### src/rtl/wkh_pkg.sv
// ----------------------------------------------------------------------------
// wkh_pkg: shared types and constants of the keyword highlighter
// Field widths, register indexes, escape sequences, queue entry and status.
// ----------------------------------------------------------------------------
package wkh_pkg;

  // field widths
  localparam int ByteW    = 8;
  localparam int ColW     = 12;
  localparam int RowW     = 16;
  localparam int PatLenW  = 4;
  localparam int CfgDataW = 64;
  localparam int CfgIdxW  = 3;

  // geometry defaults and caps
  localparam int PatternMaxDef = 8;
  localparam int ColumnCount   = 4096;
  localparam int RowCount      = 65536;
  localparam int ColLastMax    = ColumnCount - 1;
  localparam int RowLastMax    = RowCount - 1;

  // queue between front and back
  localparam int QueueDepth = 4;

  // escape sequences around a match
  localparam int EscLen = 5;
  localparam logic [ByteW-1:0] EscRed [EscLen] = '{8'h1B, 8'h5B, 8'h33, 8'h31, 8'h6D};
  localparam logic [ByteW-1:0] EscRevert [EscLen] = '{8'h1B, 8'h5B, 8'h33, 8'h39, 8'h6D};
  localparam logic [ByteW-1:0] NewlineByte = 8'h0A;
  localparam logic [ByteW-1:0] TermByte    = 8'h00;

  // register reset values
  localparam logic [CfgDataW-1:0] PatternReset = 64'd1684957542;
  localparam logic [PatLenW-1:0]  PatLenReset  = 4'd4;

  // register indexes
  typedef enum logic [CfgIdxW-1:0] {
    CFG_PATTERN_BYTES  = 3'd0,
    CFG_PATTERN_LENGTH = 3'd1,
    CFG_COL_FIRST      = 3'd2,
    CFG_COL_LAST       = 3'd3,
    CFG_ROW_FIRST      = 3'd4,
    CFG_ROW_LAST       = 3'd5
  } cfg_idx_e;

  // operations handed from front to back
  typedef enum logic {
    OP_PUSH  = 1'b0,
    OP_FLUSH = 1'b1
  } op_e;

  // back end sequencer states
  typedef enum logic [2:0] {
    BK_IDLE,
    BK_PRE,
    BK_JUDGE,
    BK_SHIFT,
    BK_HL,
    BK_FLUSH
  } back_state_e;

  typedef struct packed {
    logic [CfgDataW-1:0] pattern_bytes;
    logic [PatLenW-1:0]  pattern_length;
    logic [ColW-1:0]     col_first;
    logic [ColW-1:0]     col_last;
    logic [RowW-1:0]     row_first;
    logic [RowW-1:0]     row_last;
  } cfg_t;

  typedef struct packed {
    op_e              op;
    logic [ByteW-1:0] data;
  } q_entry_t;

  typedef struct packed {
    logic full;
    logic empty;
  } q_status_t;

endpackage

### src/rtl/wkh_if.sv
// ----------------------------------------------------------------------------
// wkh_if: request and result channels of the keyword highlighter
// Valid/ready channels; a beat moves when valid and ready are both high.
// ----------------------------------------------------------------------------
interface wkh_req_if;
  logic                      valid;
  logic                      ready;
  logic                      req_type;
  logic [wkh_pkg::ByteW-1:0] char_byte;
  logic [wkh_pkg::ColW-1:0]  column;
  logic [wkh_pkg::RowW-1:0]  row;

  modport source (output valid, req_type, char_byte, column, row, input ready);
  modport sink   (input valid, req_type, char_byte, column, row, output ready);
endinterface

interface wkh_res_if;
  logic                      valid;
  logic                      ready;
  logic [wkh_pkg::ByteW-1:0] out_byte;
  logic                      last_out;

  modport source (output valid, out_byte, last_out, input ready);
  modport sink   (input valid, out_byte, last_out, output ready);
endinterface

### src/rtl/wkh_front.sv
// ----------------------------------------------------------------------------
// wkh_front: request intake and window classification
// Drops items outside the window, turns row ends into newline or flush ops.
// ----------------------------------------------------------------------------
module wkh_front (
  wkh_req_if.sink             req,
  input  wkh_pkg::cfg_t       cfg_i,
  input  wkh_pkg::q_status_t  q_status_i,
  output logic                push_o,
  output wkh_pkg::q_entry_t   entry_o
);

  logic [wkh_pkg::ColW-1:0] col_last;
  logic [wkh_pkg::RowW-1:0] row_last;
  logic                     row_in;
  logic                     col_in;
  logic                     keep;

  // caps on the last column and row
  assign col_last = (32'(cfg_i.col_last) > wkh_pkg::ColLastMax) ?
                    wkh_pkg::ColW'(wkh_pkg::ColLastMax) : cfg_i.col_last;
  assign row_last = (32'(cfg_i.row_last) > wkh_pkg::RowLastMax) ?
                    wkh_pkg::RowW'(wkh_pkg::RowLastMax) : cfg_i.row_last;

  assign row_in = (req.row >= cfg_i.row_first) && (req.row <= row_last);
  assign col_in = (req.column >= cfg_i.col_first) && (req.column <= col_last);

  // classify the beat
  always_comb begin
    keep          = 1'b0;
    entry_o.op    = wkh_pkg::OP_PUSH;
    entry_o.data  = req.char_byte;
    if (!req.req_type) begin
      keep = row_in && col_in;
    end else if (req.row == row_last) begin
      keep       = 1'b1;
      entry_o.op = wkh_pkg::OP_FLUSH;
    end else begin
      keep         = (req.row >= cfg_i.row_first) && (req.row < row_last);
      entry_o.data = wkh_pkg::NewlineByte;
    end
  end

  assign req.ready = !q_status_i.full;
  assign push_o    = req.valid && req.ready && keep;

endmodule

### src/rtl/wkh_queue.sv
// ----------------------------------------------------------------------------
// wkh_queue: small op queue between front and back
// Register-based FIFO that absorbs the output expansion of a match.
// ----------------------------------------------------------------------------
module wkh_queue (
  input  logic               clk_i,
  input  logic               rst_ni,
  input  logic               push_i,
  input  wkh_pkg::q_entry_t  entry_i,
  input  logic               pop_i,
  output wkh_pkg::q_entry_t  entry_o,
  output wkh_pkg::q_status_t status_o
);

  localparam int PtrW = $clog2(wkh_pkg::QueueDepth);
  localparam int CntW = $clog2(wkh_pkg::QueueDepth + 1);

  wkh_pkg::q_entry_t mem_q [wkh_pkg::QueueDepth];
  logic [PtrW-1:0]   wr_ptr_q, wr_ptr_d;
  logic [PtrW-1:0]   rd_ptr_q, rd_ptr_d;
  logic [CntW-1:0]   cnt_q, cnt_d;
  logic              do_push;
  logic              do_pop;

  assign status_o.full  = (cnt_q == CntW'(wkh_pkg::QueueDepth));
  assign status_o.empty = (cnt_q == '0);
  assign do_push = push_i && !status_o.full;
  assign do_pop  = pop_i && !status_o.empty;
  assign entry_o = mem_q[rd_ptr_q];

  // pointer and fill count update
  always_comb begin
    wr_ptr_d = do_push ? wr_ptr_q + 1'b1 : wr_ptr_q;
    rd_ptr_d = do_pop ? rd_ptr_q + 1'b1 : rd_ptr_q;
    cnt_d    = cnt_q;
    if (do_push && !do_pop) begin
      cnt_d = cnt_q + 1'b1;
    end else if (!do_push && do_pop) begin
      cnt_d = cnt_q - 1'b1;
    end
  end

  always_ff @(posedge clk_i or negedge rst_ni) begin
    if (!rst_ni) begin
      wr_ptr_q <= '0;
      rd_ptr_q <= '0;
      cnt_q    <= '0;
    end else begin
      wr_ptr_q <= wr_ptr_d;
      rd_ptr_q <= rd_ptr_d;
      cnt_q    <= cnt_d;
    end
  end

  // entry storage
  always_ff @(posedge clk_i) begin
    if (do_push) begin
      mem_q[wr_ptr_q] <= entry_i;
    end
  end

endmodule

### src/rtl/wkh_back.sv
// ----------------------------------------------------------------------------
// wkh_back: pending buffer, match sequencer and output register
// Holds bytes that may start a match and emits at most one beat per cycle.
// ----------------------------------------------------------------------------
module wkh_back #(
  parameter int PatternMax = wkh_pkg::PatternMaxDef
) (
  input  logic               clk_i,
  input  logic               rst_ni,
  input  wkh_pkg::cfg_t      cfg_i,
  input  logic               q_valid_i,
  input  wkh_pkg::q_entry_t  q_entry_i,
  output logic               q_pop_o,
  wkh_res_if.source          res
);

  localparam int CntW = $clog2(PatternMax + 1);
  localparam int IdxW = $clog2(2 * wkh_pkg::EscLen + PatternMax);

  wkh_pkg::back_state_e     state_q, state_d;
  logic [CntW-1:0]          cnt_q, cnt_d;
  logic [IdxW-1:0]          idx_q, idx_d;
  logic [wkh_pkg::ByteW-1:0] buf_q [PatternMax];
  logic [wkh_pkg::ByteW-1:0] buf_d [PatternMax];
  logic [wkh_pkg::ByteW-1:0] shifted [PatternMax];
  logic [wkh_pkg::ByteW-1:0] byte_q, byte_d;

  logic [CntW-1:0]           len;
  logic [PatternMax:0]       ok;
  logic [IdxW-1:0]           rd_sel;
  logic [wkh_pkg::ByteW-1:0] buf_rd;
  logic [IdxW-1:0]           hl_last;
  logic [IdxW-1:0]           rev_sel;
  logic [wkh_pkg::ByteW-1:0] hl_byte;

  logic                      emit_ok;
  logic                      emit;
  logic [wkh_pkg::ByteW-1:0] emit_byte;
  logic                      emit_last;
  logic                      out_v_q;
  logic [wkh_pkg::ByteW-1:0] out_byte_q;
  logic                      out_last_q;

  // effective pattern length, clamped to 1..PatternMax
  always_comb begin
    if (cfg_i.pattern_length == '0) begin
      len = CntW'(1);
    end else if (32'(cfg_i.pattern_length) > PatternMax) begin
      len = CntW'(PatternMax);
    end else begin
      len = CntW'(cfg_i.pattern_length);
    end
  end

  // prefix flags: ok[n] means the first n held bytes match the pattern
  always_comb begin
    ok[0] = 1'b1;
    for (int i = 0; i < PatternMax; i++) begin
      ok[i+1] = ok[i] && (buf_q[i] == cfg_i.pattern_bytes[8*i +: 8]);
    end
  end

  // buffer shifted down by one
  always_comb begin
    for (int i = 0; i < PatternMax - 1; i++) begin
      shifted[i] = buf_q[i+1];
    end
    shifted[PatternMax-1] = buf_q[PatternMax-1];
  end

  // held byte read for highlight and flush
  assign rd_sel = (state_q == wkh_pkg::BK_HL) ? idx_q - IdxW'(wkh_pkg::EscLen) : idx_q;
  always_comb begin
    buf_rd = buf_q[0];
    for (int i = 0; i < PatternMax; i++) begin
      if (IdxW'(i) == rd_sel) begin
        buf_rd = buf_q[i];
      end
    end
  end

  // byte of a highlighted match
  assign hl_last = IdxW'(len) + IdxW'(2 * wkh_pkg::EscLen - 1);
  assign rev_sel = idx_q - IdxW'(wkh_pkg::EscLen) - IdxW'(len);
  always_comb begin
    if (idx_q < IdxW'(wkh_pkg::EscLen)) begin
      hl_byte = wkh_pkg::EscRed[idx_q[2:0]];
    end else if (idx_q < IdxW'(wkh_pkg::EscLen) + IdxW'(len)) begin
      hl_byte = buf_rd;
    end else begin
      hl_byte = wkh_pkg::EscRevert[rev_sel[2:0]];
    end
  end

  assign emit_ok = !out_v_q || res.ready;

  // sequencer next state
  always_comb begin
    state_d   = state_q;
    cnt_d     = cnt_q;
    idx_d     = idx_q;
    buf_d     = buf_q;
    byte_d    = byte_q;
    q_pop_o   = 1'b0;
    emit      = 1'b0;
    emit_byte = buf_q[0];
    emit_last = 1'b0;
    unique case (state_q)
      wkh_pkg::BK_IDLE: begin
        if (q_valid_i) begin
          q_pop_o = 1'b1;
          if (q_entry_i.op == wkh_pkg::OP_FLUSH) begin
            idx_d   = '0;
            state_d = wkh_pkg::BK_FLUSH;
          end else if (cnt_q == CntW'(PatternMax)) begin
            byte_d  = q_entry_i.data;
            state_d = wkh_pkg::BK_PRE;
          end else begin
            for (int i = 0; i < PatternMax; i++) begin
              if (CntW'(i) == cnt_q) begin
                buf_d[i] = q_entry_i.data;
              end
            end
            cnt_d   = cnt_q + 1'b1;
            state_d = wkh_pkg::BK_JUDGE;
          end
        end
      end
      wkh_pkg::BK_PRE: begin
        // buffer full: shift out the oldest byte, then append
        if (emit_ok) begin
          emit                 = 1'b1;
          emit_byte            = buf_q[0];
          buf_d                = shifted;
          buf_d[PatternMax-1]  = byte_q;
          state_d              = wkh_pkg::BK_JUDGE;
        end
      end
      wkh_pkg::BK_JUDGE: begin
        // match only right after the append, else drain unless a proper prefix
        if (cnt_q == len && ok[len]) begin
          idx_d   = '0;
          state_d = wkh_pkg::BK_HL;
        end else if (cnt_q != '0 && !(cnt_q < len && ok[cnt_q])) begin
          if (emit_ok) begin
            emit      = 1'b1;
            emit_byte = buf_q[0];
            buf_d     = shifted;
            cnt_d     = cnt_q - 1'b1;
            state_d   = wkh_pkg::BK_SHIFT;
          end
        end else begin
          state_d = wkh_pkg::BK_IDLE;
        end
      end
      wkh_pkg::BK_SHIFT: begin
        // drain held bytes until the rest is a proper prefix
        if (cnt_q != '0 && !(cnt_q < len && ok[cnt_q])) begin
          if (emit_ok) begin
            emit      = 1'b1;
            emit_byte = buf_q[0];
            buf_d     = shifted;
            cnt_d     = cnt_q - 1'b1;
          end
        end else begin
          state_d = wkh_pkg::BK_IDLE;
        end
      end
      wkh_pkg::BK_HL: begin
        if (emit_ok) begin
          emit      = 1'b1;
          emit_byte = hl_byte;
          if (idx_q == hl_last) begin
            cnt_d   = '0;
            state_d = wkh_pkg::BK_IDLE;
          end else begin
            idx_d = idx_q + 1'b1;
          end
        end
      end
      wkh_pkg::BK_FLUSH: begin
        if (emit_ok) begin
          emit = 1'b1;
          if (idx_q < IdxW'(cnt_q)) begin
            emit_byte = buf_rd;
            idx_d     = idx_q + 1'b1;
          end else begin
            emit_byte = wkh_pkg::TermByte;
            emit_last = 1'b1;
            cnt_d     = '0;
            state_d   = wkh_pkg::BK_IDLE;
          end
        end
      end
      default: state_d = wkh_pkg::BK_IDLE;
    endcase
  end

  // control registers
  always_ff @(posedge clk_i or negedge rst_ni) begin
    if (!rst_ni) begin
      state_q <= wkh_pkg::BK_IDLE;
      cnt_q   <= '0;
      idx_q   <= '0;
      out_v_q <= 1'b0;
    end else begin
      state_q <= state_d;
      cnt_q   <= cnt_d;
      idx_q   <= idx_d;
      if (emit) begin
        out_v_q <= 1'b1;
      end else if (res.ready) begin
        out_v_q <= 1'b0;
      end
    end
  end

  // pending bytes and output payload
  always_ff @(posedge clk_i) begin
    buf_q  <= buf_d;
    byte_q <= byte_d;
    if (emit) begin
      out_byte_q <= emit_byte;
      out_last_q <= emit_last;
    end
  end

  assign res.valid    = out_v_q;
  assign res.out_byte = out_byte_q;
  assign res.last_out = out_last_q;

endmodule

### src/rtl/window_keyword_highlighter_core.sv
// ----------------------------------------------------------------------------
// window_keyword_highlighter_core: windowed text renderer with highlighting
// Top level: configuration registers, front, op queue and back end.
// ----------------------------------------------------------------------------
// The front takes one request beat per cycle while the four-entry op queue has
// room; characters outside the window and row ends outside the rows are
// dropped there at no cost. The back end handles one queued op at a time and
// sends at most one output beat per cycle through its output register, while
// the receiver is ready: a kept byte is fetched and judged, then each byte it
// shifts out is emitted; a match adds pattern length + 10 beats, and the
// final row end is fetched, then emits each held byte and the terminator.
// The sustained rate is therefore set by the back end sequencer.
module window_keyword_highlighter_core #(
  parameter int PatternMax = wkh_pkg::PatternMaxDef
) (
  input  logic                          clk_i,
  input  logic                          rst_ni,
  wkh_req_if.sink                       req,
  wkh_res_if.source                     res,
  input  logic                          cfg_we_i,
  input  logic [wkh_pkg::CfgIdxW-1:0]   cfg_index_i,
  input  logic [wkh_pkg::CfgDataW-1:0]  cfg_wdata_i
);

  wkh_pkg::cfg_t      cfg_q;
  wkh_pkg::q_status_t q_status;
  wkh_pkg::q_entry_t  q_in;
  wkh_pkg::q_entry_t  q_out;
  logic               q_push;
  logic               q_pop;

  // configuration registers
  always_ff @(posedge clk_i or negedge rst_ni) begin
    if (!rst_ni) begin
      cfg_q.pattern_bytes  <= wkh_pkg::PatternReset;
      cfg_q.pattern_length <= wkh_pkg::PatLenReset;
      cfg_q.col_first      <= '0;
      cfg_q.col_last       <= wkh_pkg::ColW'(4095);
      cfg_q.row_first      <= '0;
      cfg_q.row_last       <= '0;
    end else if (cfg_we_i) begin
      unique case (wkh_pkg::cfg_idx_e'(cfg_index_i))
        wkh_pkg::CFG_PATTERN_BYTES:  cfg_q.pattern_bytes <= cfg_wdata_i;
        wkh_pkg::CFG_PATTERN_LENGTH: cfg_q.pattern_length <= cfg_wdata_i[wkh_pkg::PatLenW-1:0];
        wkh_pkg::CFG_COL_FIRST:      cfg_q.col_first <= cfg_wdata_i[wkh_pkg::ColW-1:0];
        wkh_pkg::CFG_COL_LAST:       cfg_q.col_last <= cfg_wdata_i[wkh_pkg::ColW-1:0];
        wkh_pkg::CFG_ROW_FIRST:      cfg_q.row_first <= cfg_wdata_i[wkh_pkg::RowW-1:0];
        wkh_pkg::CFG_ROW_LAST:       cfg_q.row_last <= cfg_wdata_i[wkh_pkg::RowW-1:0];
        default: ;
      endcase
    end
  end

  wkh_front u_front (
    .req        (req),
    .cfg_i      (cfg_q),
    .q_status_i (q_status),
    .push_o     (q_push),
    .entry_o    (q_in)
  );

  wkh_queue u_queue (
    .clk_i    (clk_i),
    .rst_ni   (rst_ni),
    .push_i   (q_push),
    .entry_i  (q_in),
    .pop_i    (q_pop),
    .entry_o  (q_out),
    .status_o (q_status)
  );

  wkh_back #(
    .PatternMax (PatternMax)
  ) u_back (
    .clk_i     (clk_i),
    .rst_ni    (rst_ni),
    .cfg_i     (cfg_q),
    .q_valid_i (!q_status.empty),
    .q_entry_i (q_out),
    .q_pop_o   (q_pop),
    .res       (res)
  );

  // terminator beat always carries a zero byte
  a_last_is_zero: assert property (@(posedge clk_i) disable iff (!rst_ni)
    res.valid && res.last_out |-> res.out_byte == wkh_pkg::TermByte)
    else $error("terminator beat with nonzero byte");

  // the front never pushes into a full queue
  a_no_overflow: assert property (@(posedge clk_i) disable iff (!rst_ni)
    q_status.full |-> !q_push)
    else $error("op queue overflow");

  // a pushed op is visible to the back end on the next cycle
  a_push_visible: assert property (@(posedge clk_i) disable iff (!rst_ni)
    q_push |=> !q_status.empty)
    else $error("queue empty after push");

endmodule

### src/flat_wrapper.sv
// flat-port wrapper written by rule: the top's interface ports become plain ports
module window_keyword_highlighter_core_flat 
#(
  parameter int PatternMax = wkh_pkg::PatternMaxDef
)
  (clk_i, rst_ni, cfg_we_i, cfg_index_i, cfg_wdata_i, req_valid, req_req_type, req_char_byte, req_column, req_row, req_ready, res_valid, res_out_byte, res_last_out, res_ready);
  wkh_req_if req_i ();
  wkh_res_if res_i ();
  input  logic clk_i;
  input  logic rst_ni;
  input  logic cfg_we_i;
  input  logic [wkh_pkg::CfgIdxW-1:0] cfg_index_i;
  input  logic [wkh_pkg::CfgDataW-1:0] cfg_wdata_i;
  input wire logic [$bits(req_i.valid)-1:0] req_valid;
  input wire logic [$bits(req_i.req_type)-1:0] req_req_type;
  input wire logic [$bits(req_i.char_byte)-1:0] req_char_byte;
  input wire logic [$bits(req_i.column)-1:0] req_column;
  input wire logic [$bits(req_i.row)-1:0] req_row;
  output wire logic [$bits(req_i.ready)-1:0] req_ready;
  output wire logic [$bits(res_i.valid)-1:0] res_valid;
  output wire logic [$bits(res_i.out_byte)-1:0] res_out_byte;
  output wire logic [$bits(res_i.last_out)-1:0] res_last_out;
  input wire logic [$bits(res_i.ready)-1:0] res_ready;
  assign req_i.valid = req_valid;
  assign req_i.req_type = req_req_type;
  assign req_i.char_byte = req_char_byte;
  assign req_i.column = req_column;
  assign req_i.row = req_row;
  assign req_ready = req_i.ready;
  assign res_valid = res_i.valid;
  assign res_out_byte = res_i.out_byte;
  assign res_last_out = res_i.last_out;
  assign res_i.ready = res_ready;
  window_keyword_highlighter_core #(.PatternMax(PatternMax)) u_core (.clk_i(clk_i), .rst_ni(rst_ni), .req(req_i), .res(res_i), .cfg_we_i(cfg_we_i), .cfg_index_i(cfg_index_i), .cfg_wdata_i(cfg_wdata_i));
endmodule
### config.mk
export PLATFORM = sky130hd
export DESIGN_NAME = window_keyword_highlighter_core_flat
export DESIGN_NICKNAME = d
export VERILOG_FILES = /design/src/rtl/wkh_pkg.sv /design/src/rtl/wkh_if.sv /design/src/rtl/wkh_front.sv /design/src/rtl/wkh_queue.sv /design/src/rtl/wkh_back.sv /design/src/rtl/window_keyword_highlighter_core.sv /design/src/flat_wrapper.sv
export SDC_FILE = /design/constraint.sdc
export NUM_CORES = 1
export LEC_CHECK = 0
export BUFFER_PORTS_ARGS = -buffer_cell sky130_fd_sc_hd__buf_4
export CAP_MARGIN = 20
export CORE_ASPECT_RATIO = 1.1
export CORE_MARGIN = 3
export CORE_UTILIZATION = 55
export DETAILED_ROUTE_END_ITERATION = 10
export PLACE_DENSITY = 0.77
export SYNTH_ARGS = -nofsm -noshare
export SYNTH_HDL_FRONTEND = slang
export SYNTH_SLANG_ARGS = --single-unit
### constraint.sdc
create_clock -name clk_i -period 3.6 [get_ports clk_i]
set_clock_uncertainty 0.05 [all_clocks]
set_input_delay 0.36 -clock clk_i [delete_from_list [all_inputs] [get_ports clk_i]]
set_output_delay 0.36 -clock clk_i [all_outputs]
set_load 0.02 [all_outputs]
==> impl_metrics.tcl <==
set metrics [dict create \
    pwr_density_cell_nw_per_um2 832 \
    routedWlPerCell_um 20.5 \
    critPathKind "register to register" \
    cts.htree.levels 1 \
    grt_antenna_before_repair 0 \
    share_seq_of_total_power 0.361 \
    cell_types_occupying_the_most_area_after_synthesis "sky130_fd_sc_hd__edfxtp_1 25%, sky130_fd_sc_hd__dfrtp_1 20%, sky130_fd_sc_hd__mux2_2 8.0%" \
    max-clock-path-buffers 3 \
    cts_root_buf "sky130_fd_sc_hd__clkbuf_16" \
    cp_top_family "simple AND/OR/NAND/NOR gates" \
    drv_slew 0 \
    synthDistinctLibCells 75 \
    mappedNetlistArea_sq_um 14100 \
    yosys_warnings 0 \
    required_ns 4.02 \
    crit_path_max_incr_delay_ns 0.60 \
    floorplan.die_area_sq_um 27600 \
    worstPathBufferInverterCount 1 \
    clock_latency_ns 0.54 \
    floorplan.die.height_um 174 \
    max_fclk_mhz 282 \
    outcome "completed" \
    path_cells "xor2_1 > nor4_2 > nand4_1 > or4_4 > or4b_4 > o311a_4 > buf_4 > a31o_4 > or4_1 > nand3_1" \
    cts-buffers-inserted 27 \
    grt_start_max_net_pins 70 \
    dieWidth_um 159 \
    clkSinkCount 261 \
    fill_cells 1758 \
    maxSlewHeadroom 0.384 \
    timing.final.crit_period_ns 3.54 \
    worstPathMaxFanout 5 \
    comb_power_share 0.447 \
    number_of_global_route_vias_before_repair 11112 \
    fin_crit_sh 0.984 \
    worstSetupEndpointType "register" \
    p_int_uw 8760 \
    final_wtd_congestion 1.05 \
    synthesis.area_per_instance_sq_um 11.0 \
    num-nets-final 1720 \
    timing.final.setup_violations 0 \
    cp.depth 10 \
    critPathArrivalTime_ns 3.96 \
    async_reset_ff_frac 0.552 \
    post_synth_inst_count 1283 \
    synthesis.nets 1477 \
    peak_supply_drop_v 0.000440 \
    tightest_slew_ns 0.920 \
    fin_util 0.700 \
    gr-usage-all-layers 0.280 \
    p_switching_uw 5730 \
    cpMaxStageDelayCell "sky130_fd_sc_hd__or4_4" \
    p_leak_uw 0.00748 \
    drtIter0Drc 943 \
    hold-worst-slack_ns 0.00785 \
    grt_first_pass_wirelength_mm 60.3 \
    synth_top_area_share 0.250 \
    place.detailed.hpwl_mm 28.7 \
    detail-route-antenna-nets 0 \
    post_drt_via_cell_ratio 5.86 \
    synth_top_flop_cell "sky130_fd_sc_hd__edfxtp_1" \
    crit_path_start_kind "register" \
    post-synth-top-count-cell "sky130_fd_sc_hd__nand2_1" \
    cts_tree "done" \
    firstDrtPassIters 8 \
    max_cap_viol_count 0 \
    cts.reportedPaths.clkPinSlew_ns 0.07 \
    wl_mm 38.7 \
    layout-drive-gt1-share 0.284 \
    overflow 0 \
    yosysSeqAreaShare 0.508 \
    antenna-diode-count 0 \
    worstHoldPathType "primary input to register" \
    io_buf_count 119 \
    dr_total_vias 11055 \
    design.core.area_sq_um 24800 \
    top_level_pins 120 \
    floorplan.initialDensity 0.567 \
    area_growth_syn_to_layout_pct 23.6 \
    synthTopCellsByCount "210 x sky130_fd_sc_hd__nand2_1, 117 x sky130_fd_sc_hd__edfxtp_1, 115 x sky130_fd_sc_hd__dfrtp_1, 100 x sky130_fd_sc_hd__mux2_2, 83 x sky130_fd_sc_hd__ha_1" \
    placementRows 60 \
    clockPowerShare 0.192 \
    r2r_cells 10 \
    min_delay_path_depth 2 \
    number_of_enable_flip_flop_cells_after_synthesis 117 \
    hold_violations 0 \
    yosys_register_bits 261 \
    route.detailed.drc 0 \
    sw_frac_of_total 0.395 \
    cell_taking_the_most_area_after_synthesis "sky130_fd_sc_hd__edfxtp_1" \
]
[registers in the layout, indices dropped and copies added (netlist names)]
register	count
u_core.u_queue.mem_q	36
u_core.u_back.byte_q	8
u_core.u_back.res.out_byte	8
u_core.u_back.res.valid	1
u_core.u_back.idx_q	5
u_core.u_back.state_q	3
u_core.u_back.res.last_out	1
u_core.u_queue.cnt_q	3
u_core.u_queue.wr_ptr_q	2
u_core.cfg_q	124
u_core.u_back.cnt_q	4
u_core.u_back.buf_q	64
u_core.u_queue.rd_ptr_q	2
[worst paths after layout]
kind / slack [ns] / end / startpoint
setup / recovery: 0.06 / u_core.u_back.idx_q[4] / u_core.cfg_q[66]
hold / removal: 0.008 / u_core.cfg_q[113] / cfg_wdata_i[53]
setup reg to reg: 0.06 / u_core.u_back.idx_q[4] / u_core.cfg_q[66]
hold reg to reg: 0.45 / u_core.u_queue.cnt_q[2] / u_core.u_queue.cnt_q[2]
max in group asynchronous: 2.35 / u_core.cfg_q[8] / rst_ni
min in group asynchronous: 0.36 / u_core.cfg_q[67] / rst_ni
[worst register-to-register path, stage by stage (launching register included)]
cell	delay, ns
sky130_fd_sc_hd__dfstp_2	0.55
sky130_fd_sc_hd__xor2_1	0.09
sky130_fd_sc_hd__nor4_2	0.37
sky130_fd_sc_hd__nand4_1	0.19
sky130_fd_sc_hd__or4_4	0.60
sky130_fd_sc_hd__or4b_4	0.50
sky130_fd_sc_hd__o311a_4	0.17
sky130_fd_sc_hd__buf_4	0.15
sky130_fd_sc_hd__a31o_4	0.23
sky130_fd_sc_hd__or4_1	0.47
sky130_fd_sc_hd__nand3_1	0.10
[power groups by stage]
stage	Combinational (uW)	Clock [uW]	Sequential [uW]
2_1_floorplan	3740	0	5010
3_3_place_gp	5900	0	5230
3_5_place_dp	6040	0	5260
4_1_cts	6200	2810	5210
5_1_grt	7060	2940	5300
6_report	6480	2770	5230
[final cells by class]
class | count | area, sq um | share of cell area
multi-input cells | 893 | 6570 | 0.377
clock buffers | 41 | 783 | 0.0450
clock inverters | 9 | 92.6 | 0.00532
inverters | 82 | 308 | 0.0177
repair buffers | 261 | 2070 | 0.119
well taps | 341 | 427 | 0.0245
flip-flops and latches | 261 | 7150 | 0.411
[cell usage in the layout, fill, tap and decap left out, drive strengths merged, types with 10 or more instances in the layout]
master	synthesis	final
xor2	58	58
ha	83	83
o21ai	73	73
nor4	20	20
mux2	100	100
nor2	35	35
a21o	16	16
o22ai	17	17
clkbuf	35	43
dfrtp	115	115
nand3	20	20
edfxtp	117	117
nor2b	18	18
nand2b	12	12
nor3	19	19
nand4	13	13
a31oi	10	10
dfstp	29	29
xnor2	19	19
nand2	210	210
buf	12	226
a21oi	43	43
dlygate4sd3	0	33
inv	82	83
[timing repair]
action / CTS / global route
buffers inserted: 0 / 10
hold buffers: 33 / 0
hold endpoints to repair: 72 / 0
gates resized for setup: 10 / 22
pin swaps: 0 / 11
setup endpoints to repair: 67 / 77
[per-stage QoR]
stage / cell area [sq um] / total power, uW / setup WS, ns / setup TNS (ns) / instances
final: 17400 / 14500 / 0.0589 / 0 / 1888
after CTS: 17200 / 14200 / 0.0191 / 0 / 1876
after floorplan: 14100 / 8750 / -0.0280 / -1.57 / 1283
after global routing: 17400 / 15300 / -0.00689 / -0.00689 / 1888
after detailed placement: 16000 / 11300 / -0.121 / -5.23 / 1793
after global placement: 16000 / 11100 / -0.0583 / -1.54 / 1793
[metal layers]
layer  GRT usage  up-vias  wire [um]
li1            -     5092          -
met1       0.394     5351      16000
met2       0.444      524      18300
met3      0.0447       88       3030
met4      0.0961        0       1350
met5           0        -          0
[cell families (layout without fill, tap and decap cells)]
| group | after synthesis | in the layout | share of synthesized area |
|---|---|---|---|
| AOI/OAI and AO/OA | 235 | 235 | 0.106 |
| xor gates and xnor gates | 77 | 77 | 0.0479 |
| adders and majority gates | 85 | 85 | 0.0766 |
| buffers and inverters | 129 | 393 | 0.0361 |
| DFF | 261 | 261 | 0.508 |
| muxes | 110 | 110 | 0.0951 |
| and+or+nand+nor | 386 | 386 | 0.130 |
Power figures use the tool's default switching activity.
